$ cat config.mk
export PLATFORM = sky130hd
export DESIGN_NAME = tty_cooked_line_discipline
export DESIGN_NICKNAME = d
export VERILOG_FILES = /design/src/tcld_pkg.sv /design/src/tcld_line_ram.sv /design/src/tcld_out_reg.sv /design/src/tty_cooked_line_discipline.sv
export SDC_FILE = /design/constraint.sdc
export NUM_CORES = 1
export LEC_CHECK = 0
export BUFFER_PORTS_ARGS = -buffer_cell sky130_fd_sc_hd__buf_2
export CORE_MARGIN = 3
export CORE_UTILIZATION = 65
export DETAILED_ROUTE_END_ITERATION = 8
export GPL_ROUTABILITY_DRIVEN = 0
export PLACE_DENSITY = 0.85
export SLEW_MARGIN = 20
export SYNTH_ARGS = -nofsm -noshare
export SYNTH_HDL_FRONTEND = slang
export SYNTH_SLANG_ARGS = --single-unit
$ cat constraint.sdc
create_clock -name aclk -period 11 [get_ports aclk]
set_input_delay 2.2 -clock aclk [delete_from_list [all_inputs] [get_ports aclk]]
set_output_delay 2.2 -clock aclk [all_outputs]
set_load 0.01 [all_outputs]
$ cat src/tcld_pkg.sv
`timescale 1ns / 1ps

package tcld_pkg;

    localparam int LINE_DEPTH = 32;
    localparam int ADDR_W     = $clog2(LINE_DEPTH);
    localparam int LEN_W      = $clog2(LINE_DEPTH + 1);
    localparam int LIMIT_W    = 6;
    localparam int PADDR_W    = 4;

    localparam logic [7:0] KEY_DEL = 8'h7F;
    localparam logic [7:0] KEY_CR  = 8'h0D;
    localparam logic [7:0] KEY_LF  = 8'h0A;

    localparam logic [LIMIT_W-1:0] LIMIT_RESET = LIMIT_W'(32);

    typedef enum logic [1:0] {
        REG_ECHO_ENABLE    = 2'd0,
        REG_IN_NL_TO_CRNL  = 2'd1,
        REG_OUT_NL_TO_CRNL = 2'd2,
        REG_LINE_LIMIT     = 2'd3
    } reg_index_t;

    typedef struct packed {
        logic [7:0] out_byte;
        logic       to_reader;
        logic       last;
    } out_item_t;

    function automatic logic [LEN_W-1:0] eff_limit(input logic [LIMIT_W-1:0] lim);
        logic [LEN_W-1:0] res;
        if (lim == '0) begin
            res = LEN_W'(1);
        end else if ({1'b0, lim} > (LIMIT_W + 1)'(LINE_DEPTH)) begin
            res = LEN_W'(LINE_DEPTH);
        end else begin
            res = LEN_W'(lim);
        end
        return res;
    endfunction

endpackage

$ cat src/tcld_line_ram.sv
`timescale 1ns / 1ps

module tcld_line_ram
    import tcld_pkg::*;
(
    input  logic              aclk,
    input  logic              we,
    input  logic [ADDR_W-1:0] waddr,
    input  logic [7:0]        wdata,
    input  logic              re,
    input  logic [ADDR_W-1:0] raddr,
    output logic [7:0]        rdata
);

    logic [7:0] mem [LINE_DEPTH];
    logic [7:0] rdata_reg;

    always_ff @(posedge aclk) begin
        if (we) begin
            mem[waddr] <= wdata;
        end
    end

    always_ff @(posedge aclk) begin
        if (re) begin
            rdata_reg <= mem[raddr];
        end
    end

    assign rdata = rdata_reg;

endmodule

$ cat src/tcld_out_reg.sv
`timescale 1ns / 1ps

module tcld_out_reg
    import tcld_pkg::*;
(
    input  logic      aclk,
    input  logic      aresetn,
    input  logic      push,
    input  out_item_t item,
    output logic      free,
    output logic      m_valid,
    input  logic      m_ready,
    output out_item_t m_item
);

    logic      valid_reg;
    logic      valid_next;
    out_item_t item_reg;

    assign free = !valid_reg || m_ready;

    always_comb begin
        valid_next = valid_reg;
        if (push) begin
            valid_next = 1'b1;
        end else if (m_ready) begin
            valid_next = 1'b0;
        end
    end

    always_ff @(posedge aclk) begin
        if (!aresetn) begin
            valid_reg <= 1'b0;
        end else begin
            valid_reg <= valid_next;
        end
    end

    always_ff @(posedge aclk) begin
        if (push) begin
            item_reg <= item;
        end
    end

    assign m_valid = valid_reg;
    assign m_item  = item_reg;

endmodule

$ cat src/tty_cooked_line_discipline.sv
`timescale 1ns / 1ps
// Cooked terminal line discipline.
// Input channel s_*: one key byte per item. Result channel m_*: echo bytes
// (to_reader 0) followed, when a line completes, by the stored line bytes
// (to_reader 1); last marks the final result caused by one key byte.
// Configuration over the APB port: echo_enable at 0x0, in_nl_to_crnl at 0x4,
// out_nl_to_crnl at 0x8, line_limit at 0xC; write only while idle.
// Timing: the key byte is written to the line RAM in the accept cycle (a CR LF
// pair writes its LF in the next cycle). The echo bytes go out first, then the
// line is read out of the single-port-read RAM through its registered read port
// at one byte per cycle while the output register is free; the
// next key byte is taken once the last result of the previous one is loaded
// into the output register. A DEL on an empty line produces no result.
// Reset clears the line length and sets the registers to echo on, both newline
// translations on and a line limit of 32; the line RAM needs no clearing.
// When m_ready is low the output register holds its item and the sequencer
// stalls; nothing is dropped.
module tty_cooked_line_discipline
    import tcld_pkg::*;
(
    input  logic               aclk,
    input  logic               aresetn,
    input  logic               s_valid,
    output logic               s_ready,
    input  logic [7:0]         s_key_byte,
    output logic               m_valid,
    input  logic               m_ready,
    output logic [7:0]         m_out_byte,
    output logic               m_to_reader,
    output logic               m_last,
    input  logic               psel,
    input  logic               penable,
    input  logic               pwrite,
    input  logic [PADDR_W-1:0] paddr,
    input  logic [31:0]        pwdata,
    output logic [31:0]        prdata,
    output logic               pready
);

    typedef enum logic [3:0] {
        ST_IDLE    = 4'b0001,
        ST_ECHO_CR = 4'b0010,
        ST_ECHO_CH = 4'b0100,
        ST_DELIVER = 4'b1000
    } state_t;

    state_t state_reg, state_next;

    logic               echo_en_reg, in_nl_reg, out_nl_reg;
    logic [LIMIT_W-1:0] limit_reg;
    reg_index_t         widx;

    logic [LEN_W-1:0]  line_len_reg, line_len_next;
    logic [LEN_W-1:0]  dlv_len_reg, dlv_len_next;
    logic [LEN_W-1:0]  rd_idx_reg, rd_idx_next;
    logic [LEN_W-1:0]  snd_idx_reg, snd_idx_next;
    logic              rv_reg, rv_next;
    logic              dlv_reg, dlv_next;
    logic [7:0]        ch_reg, ch_next;
    logic              lf_pend_reg, lf_pend_next;
    logic [ADDR_W-1:0] lf_addr_reg, lf_addr_next;

    logic              accept;
    logic              is_del, is_cr, is_lf, has_room, cr_ok;
    logic [LEN_W-1:0]  lim_eff, len_final;
    logic              deliver;

    logic              ram_we, ram_re;
    logic [ADDR_W-1:0] ram_waddr;
    logic [7:0]        ram_wdata, ram_rdata;

    logic              out_free, push, push_dlv;
    out_item_t         push_item, m_item;

    // configuration
    assign pready = 1'b1;
    assign widx   = reg_index_t'(paddr[3:2]);

    always_ff @(posedge aclk) begin
        if (!aresetn) begin
            echo_en_reg <= 1'b1;
            in_nl_reg   <= 1'b1;
            out_nl_reg  <= 1'b1;
            limit_reg   <= LIMIT_RESET;
        end else if (psel && penable && pwrite) begin
            case (widx)
                REG_ECHO_ENABLE:    echo_en_reg <= pwdata[0];
                REG_IN_NL_TO_CRNL:  in_nl_reg   <= pwdata[0];
                REG_OUT_NL_TO_CRNL: out_nl_reg  <= pwdata[0];
                REG_LINE_LIMIT:     limit_reg   <= pwdata[LIMIT_W-1:0];
                default: ;
            endcase
        end
    end

    always_comb begin
        case (widx)
            REG_ECHO_ENABLE:    prdata = {31'd0, echo_en_reg};
            REG_IN_NL_TO_CRNL:  prdata = {31'd0, in_nl_reg};
            REG_OUT_NL_TO_CRNL: prdata = {31'd0, out_nl_reg};
            REG_LINE_LIMIT:     prdata = {{(32 - LIMIT_W){1'b0}}, limit_reg};
            default:            prdata = '0;
        endcase
    end

    // key decode
    assign s_ready  = (state_reg == ST_IDLE);
    assign accept   = s_valid && s_ready;
    assign is_del   = (s_key_byte == KEY_DEL);
    assign is_cr    = (s_key_byte == KEY_CR);
    assign is_lf    = (s_key_byte == KEY_LF);
    assign lim_eff  = eff_limit(limit_reg);
    assign has_room = ({1'b0, line_len_reg} < (LEN_W + 1)'(LINE_DEPTH));
    assign cr_ok    = is_lf && in_nl_reg
                      && (({1'b0, line_len_reg} + (LEN_W + 1)'(1)) < {1'b0, lim_eff});

    always_comb begin
        if (is_del) begin
            len_final = line_len_reg - LEN_W'(1);
        end else if (cr_ok) begin
            len_final = line_len_reg + LEN_W'(2);
        end else if (has_room) begin
            len_final = line_len_reg + LEN_W'(1);
        end else begin
            len_final = line_len_reg;
        end
    end

    assign deliver = is_cr || is_lf || (len_final >= lim_eff);

    // line RAM write port: key byte (or CR for an expanded LF) on accept, trailing LF in the next cycle
    always_comb begin
        ram_we    = 1'b0;
        ram_waddr = line_len_reg[ADDR_W-1:0];
        ram_wdata = cr_ok ? KEY_CR : s_key_byte;
        if (lf_pend_reg) begin
            ram_we    = 1'b1;
            ram_waddr = lf_addr_reg;
            ram_wdata = KEY_LF;
        end else if (accept && !is_del && has_room) begin
            ram_we = 1'b1;
        end
    end

    // line read-out
    assign push_dlv = (state_reg == ST_DELIVER) && rv_reg && out_free;
    assign ram_re   = (state_reg == ST_DELIVER) && (rd_idx_reg < dlv_len_reg)
                      && (!rv_reg || push_dlv);

    always_comb begin
        state_next    = state_reg;
        line_len_next = line_len_reg;
        dlv_len_next  = dlv_len_reg;
        rd_idx_next   = rd_idx_reg;
        snd_idx_next  = snd_idx_reg;
        rv_next       = rv_reg;
        dlv_next      = dlv_reg;
        ch_next       = ch_reg;
        lf_pend_next  = 1'b0;
        lf_addr_next  = lf_addr_reg;
        push          = 1'b0;
        push_item     = '{out_byte: KEY_CR, to_reader: 1'b0, last: 1'b0};

        case (state_reg)
            ST_IDLE: begin
                if (accept && !(is_del && line_len_reg == '0)) begin
                    ch_next       = s_key_byte;
                    dlv_next      = deliver;
                    dlv_len_next  = len_final;
                    line_len_next = deliver ? '0 : len_final;
                    lf_pend_next  = cr_ok;
                    lf_addr_next  = ADDR_W'(line_len_reg + LEN_W'(1));
                    rd_idx_next   = '0;
                    snd_idx_next  = '0;
                    rv_next       = 1'b0;
                    if (echo_en_reg && is_lf && out_nl_reg) begin
                        state_next = ST_ECHO_CR;
                    end else if (echo_en_reg) begin
                        state_next = ST_ECHO_CH;
                    end else if (deliver) begin
                        state_next = ST_DELIVER;
                    end
                end
            end
            ST_ECHO_CR: begin
                if (out_free) begin
                    push       = 1'b1;
                    state_next = ST_ECHO_CH;
                end
            end
            ST_ECHO_CH: begin
                push_item = '{out_byte: ch_reg, to_reader: 1'b0, last: !dlv_reg};
                if (out_free) begin
                    push       = 1'b1;
                    state_next = dlv_reg ? ST_DELIVER : ST_IDLE;
                end
            end
            ST_DELIVER: begin
                push_item = '{out_byte: ram_rdata, to_reader: 1'b1,
                              last: (snd_idx_reg == dlv_len_reg - LEN_W'(1))};
                if (ram_re) begin
                    rd_idx_next = rd_idx_reg + LEN_W'(1);
                    rv_next     = 1'b1;
                end else if (push_dlv) begin
                    rv_next = 1'b0;
                end
                if (push_dlv) begin
                    push         = 1'b1;
                    snd_idx_next = snd_idx_reg + LEN_W'(1);
                    if (push_item.last) begin
                        state_next = ST_IDLE;
                    end
                end
            end
            default: begin
                state_next = ST_IDLE;
            end
        endcase
    end

    always_ff @(posedge aclk) begin
        if (!aresetn) begin
            state_reg    <= ST_IDLE;
            line_len_reg <= '0;
            rv_reg       <= 1'b0;
            lf_pend_reg  <= 1'b0;
        end else begin
            state_reg    <= state_next;
            line_len_reg <= line_len_next;
            rv_reg       <= rv_next;
            lf_pend_reg  <= lf_pend_next;
        end
    end

    always_ff @(posedge aclk) begin
        dlv_len_reg <= dlv_len_next;
        rd_idx_reg  <= rd_idx_next;
        snd_idx_reg <= snd_idx_next;
        dlv_reg     <= dlv_next;
        ch_reg      <= ch_next;
        lf_addr_reg <= lf_addr_next;
    end

    tcld_line_ram u_ram (
        .aclk  (aclk),
        .we    (ram_we),
        .waddr (ram_waddr),
        .wdata (ram_wdata),
        .re    (ram_re),
        .raddr (rd_idx_reg[ADDR_W-1:0]),
        .rdata (ram_rdata)
    );

    tcld_out_reg u_out (
        .aclk    (aclk),
        .aresetn (aresetn),
        .push    (push),
        .item    (push_item),
        .free    (out_free),
        .m_valid (m_valid),
        .m_ready (m_ready),
        .m_item  (m_item)
    );

    assign m_out_byte  = m_item.out_byte;
    assign m_to_reader = m_item.to_reader;
    assign m_last      = m_item.last;

endmodule

Yosys cells after proc, flatten, opt, wreduce, memory -nomap -nowiden
Memories as Yosys holds them, arrays and structs flattened. A register that Yosys moved wholly into a read port is not among the register bits.
Index checks and enable logic that the tools add are counted.
W data, S select, Z words.
{"block": "classes", "reduce_logical": 40, "n_lt_le_gt_ge": 5, "mux": 39, "eq_ne": 19, "addsub": 7}
{"operator": "$pmux W32 S4", "n": 1}
{"operator": "$mux W6", "n": 9}
{"operator": "$mux W4", "n": 9}
{"operator": "$pmux W6 S2", "n": 2}
{"operator": "$pmux W10 S2", "n": 1}
{"operator": "$add A6 B1 Y6 const B", "n": 3}
{"operator": "$eq A8 B4 Y1 const B", "n": 2}
{"operator": "$mux W8", "n": 2}
{"operator": "$pmux W4 S4", "n": 1}
{"operator": "$logic_and A1 B1 Y1", "n": 15}
{"operator": "$logic_not A6 Y1", "n": 2}
{"operator": "$reduce_and A3 Y1", "n": 4}
{"operator": "$sub A6 B1 Y6 const B", "n": 2}
{"operator": "$mux W1", "n": 11}
{"operator": "$reduce_and A2 Y1", "n": 5}
{"operator": "$eq A8 B7 Y1 const B", "n": 1}
{"operator": "$ne A2 B2 Y1 const B", "n": 4}
{"operator": "$add A6 B1 Y7 const B", "n": 1}
{"operator": "$lt A7 B6 Y1", "n": 1}
{"operator": "$add A6 B2 Y6 const B", "n": 1}
{"operator": "$eq A6 B6 Y1", "n": 1}
{"operator": "$ge A6 B6 Y1", "n": 1}
{"operator": "$gt A6 B6 Y1 const B", "n": 1}
{"operator": "$lt A6 B6 Y1", "n": 1}
{"operator": "other kinds (18)", "n": 29}
{"block": "totals", "out_inout_bits": 45, "ramBits": 256, "memories": 1, "word_cells": 129, "reg_bits": 64, "inputBits": 51}
{"name": "u_ram.mem", "words": 32, "word_bits": 8, "read_ports": 1, "rd_clocked_by_memory_dff": 1, "write_ports": 1, "line_no": "tcld_line_ram.sv:15", "rtl": "logic [7:0] mem [LINE_DEPTH];"}

Depth between registers and ports, before layout
{"block": "depth", "depth_word": 14, "mapped_depth": 18, "ltp_nobuf": 17}

By module
Synthesis repeated with hierarchy kept, for this count alone.
{"block": "unflattened", "cells_unflattened": 848, "area_unflattened_um2": 14266.2}
{"module": "tcld_line_ram", "cells_per_inst": 417, "seq_area_each_um2": 7927.6, "instances": 1, "area_per_inst_um2": 10133.5}
{"module": "tty_cooked_line_discipline", "cells_per_inst": 417, "seq_area_each_um2": 1381.3, "instances": 1, "area_per_inst_um2": 3783.6}
{"module": "tcld_out_reg", "cells_per_inst": 14, "seq_area_each_um2": 320.3, "instances": 1, "area_per_inst_um2": 349.1}

Worst setup path before layout
OpenSTA, ideal clock, no wires.
{"block": "synth_timing", "path_type": "input port to output port", "from": "in paddr[2]", "to": "out prdata[0]", "setup_slack_ns": 5.806, "t_arrival_ns": 2.994, "t_required_ns": 8.800, "path_stages": 2, "path_buffers": 1, "path_cell_list": "clkbuf_1 mux4_2"}
{"block": "synth_between", "elab_chain_cells": 2, "elab_cells_between_ends": 5, "classes_between": "eq/ne (3); mux (1); reduce/logical (1)"}
{"element": "start, declared", "line_no": "tty_cooked_line_discipline.sv:34", "rtl": "input logic [PADDR_W-1:0] paddr,"}
{"element": "$eq A2 B2 Y1 (tied with other cells)", "line_no": "tty_cooked_line_discipline.sv:97", "rtl": "case (widx)"}
{"element": "$pmux W32 S4 (*)", "line_no": "tty_cooked_line_discipline.sv:97"}
{"element": "end, declared", "line_no": "tty_cooked_line_discipline.sv:36", "rtl": "output logic [31:0] prdata,"}
Mark *: on every way between the ends. The rest lies on a longest branch, timed or not. The select of a mux whose other input is x is not followed.

Final worst setup path
Same ends and word-level chain as after synthesis.

==> impl_metrics.ini <==
[logic_synthesis]
yosysUniqueCellTypes = 70
synth_area_per_cell_um2 = 16.7
synthesis.area_mm2 = 0.0143
synth_seq_cells = 328
yosys_warnings = 0
synth_edf_count = 306
syn_inst = 855
seq_area_frac_synth_pct = 67.4
synth_ff_type = edfxtp_1
ys_async_sr_fraction_pct = 0

[clocking]
cts_buffer_depth = 3
cts_num_sinks = 328
clkTransAtPathRegs_ps = 60
postCtsSetupBuffers = 0
h-tree-depth = 1
cts_root_buffer = clkbuf_16
clock_latency_ps = 560
hold_buffers = 0
cts_tree = done
cts_resized = 0
cts_buffers = 31

[setup_path]
r2r-start = line_len_reg[0]
cp.arrival_ps = 3030
r2r_setup_slack_ps = 6040
worstPathRequired_ps = 8800
reg2reg_to = line_len_reg[5]
crit_type = in2out
ff2ff_path_depth = 17
worstSetupStartpointType = primary input
crit_fanout = 9
worst_setup_path_end_kind = output pin

[status]
status = finished, final reports clean

[sta]
hold_viol = 0
grt_setup_unrepaired = no
slew_headroom_pct = 28.2
period_share_pct = 47.5
fin_crit_ps = 5230
tns_ps = 0
holdWs_ps = 507
finalMaxSlewViolations = 0
setup_viol = 0
tightestPinTransition_ps = 1080
finClkSkew_ps = 13.2
clock.fmax_ghz = 0.191

[die]
io-pin-count = 96
die_area_mm2 = 0.0238
fp.coreArea_mm2 = 0.0213
rows = 53
die-height_um = 154
die_w_um = 154
initial_core_util_pct = 67.1

[power_and_ir_drop]
p_total_mw = 2.79
ir_drop_mv = 0.157
leakagePower_nw = 5.27
cellPowerDensity_mw_per_mm2 = 179

[drt]
via_per_inst = 6.69
wirelength_um = 31400
wl_per_cell_um = 26.4
drtIter0Drc = 1092
drc_errors = 0
via_count = 7980
antenna_left = 0
first_pass_iters = 6

[placed_design]
io_buffers = 40
placed_cell_area_mm2 = 0.0146
dp_hpwl_um = 19100

[cells_and_area]
n_fill_cell = 1251
syn2layout_area_growth_pct = 9.22
drive_gt1_share_pct = 21.8
final_area_mm2 = 0.0156
diodes = 0
multi_input_area_mm2 = 0.00431
fin_util_pct = 73.3
largest_register_ffs = 256
nets = 977
register_area_mm2 = 0.00963
regMostFlops = u_ram.mem

[hold_path]
hold_depth = 2
hp-start = out_nl_reg
hold_path.class = reg2reg
hold_path_end = state_reg[1]

[grt]
grt_pass1_vias = 7938
grt_max_degree = 67
grtUsageTotal_pct = 26.9
overflow = 0
antenna_found_initial = 0
grt_pass1_wl_um = 48200

[job]
drv_cap = 0
==> area by class of cell <==
class	count	share of cell area, %
Tap cell	275	2.20
Clock buffer	40	5.32
Clock inverter	10	0.882
Inverter	22	0.529
Timing Repair Buffer	50	1.76
Sequential cell	328	61.7
Multi-Input combinational cell	467	27.6
==> cell families (layout without fill, tap and decap cells) <==
| group | Yosys count | after routing | synth area share, % |
|---|---|---|---|
| compound gates | 84 | 84 | 4.30 |
| xor+xnor | 26 | 26 | 1.59 |
| fa+ha+maj | 26 | 26 | 2.28 |
| buf+inv | 85 | 122 | 3.23 |
| flops | 328 | 328 | 67.4 |
| mux | 101 | 101 | 14.3 |
| other cells | 2 | 27 | 0.0526 |
| simple gates | 203 | 203 | 6.89 |
==> metal layers <==
| metal | share of wire (%) | track usage (%) | up-vias |
|---|---|---|---|
| li1 | - | - | 3395 |
| met1 | 39 | 37.8 | 4049 |
| met2 | 50 | 44.6 | 447 |
| met3 | 7.5 | 3.83 | 89 |
| met4 | 3.5 | 8.45 | 0 |
| met5 | 0 | 0 | - |
==> layout by cell type, fill, tap and decap left out, types with 5 or more instances in the layout <==
cell type	n
nor2b_1	6
buf_2	40
a32oi_1	5
mux4_2	81
nand2b_1	6
nand2_1	51
inv_1	19
edfxtp_1	306
xor2_1	10
mux2i_1	10
a22o_1	5
and2_1	6
nand3_1	21
and3_1	10
a21oi_1	15
ha_1	26
conb_1	27
dfxtp_1	22
a21o_1	5
nor3_1	9
mux2_2	9
o21ai_1	6
clkbuf_16	31
o21ai_0	6
buf_4	10
nor2_1	65
clkbuf_1	7
xnor2_1	16
==> worst max path at each step <==
stage,slack (ps),end,startpoint,cells after the start
2_1_floorplan,5810,prdata[0],paddr[2],2
4_1_cts,5770,prdata[0],paddr[2],3
5_1_grt,5690,line_len_reg[5],s_key_byte[4],14
3_5_place_dp,5470,line_len_reg[5],s_key_byte[4],14
6_report,5770,prdata[0],paddr[2],3
3_3_place_gp,5520,line_len_reg[5],s_key_byte[4],14
==> per-stage QoR <==
stage	setup slack, ps	std cells
floorplan	5810	880
global route	5690	1192
CTS	5770	1192
detailed placement	5470	1142
global placement	5520	1142
finish	5770	1192
==> critical path: stages <==
cell and delay [ps]:
buf_2 170, mux4_2 510, buf_2 150
==> report_power, final <==
group / switching (mW) / total (mW) / internal [mW]
Sequential: 0.0295 / 1.43 / 1.40
Clock: 0.437 / 1.03 / 0.597
Combinational: 0.181 / 0.320 / 0.139
==> synthesized netlist by cell type (all sizes together), types with 3 or more instances <==
master	count	area [um2]
edfxtp	306	9190
mux4	81	1820
nor2	68	255
nand2	52	198
buf	42	300
ha	26	325
dfxtp	22	440
clkbuf	21	78.8
inv	21	78.8
nand3	21	105
xnor2	16	140
a21oi	15	75.1
o21ai	12	60.1
and3	10	62.6
mux2	10	113
mux2i	10	100
nor3	10	55.1
xor2	10	87.6
nor2b	9	56.3
a21o	6	45.0
and2	6	37.5
nand2b	6	37.5
a22o	5	43.8
a32oi	5	43.8
a211oi	4	30.0
a22oi	4	30.0
o21a	4	30.0
o32ai	4	35.0
nand4	3	18.8
nor4	3	18.8
o211ai	3	22.5
(Power assumes the default switching activity.)
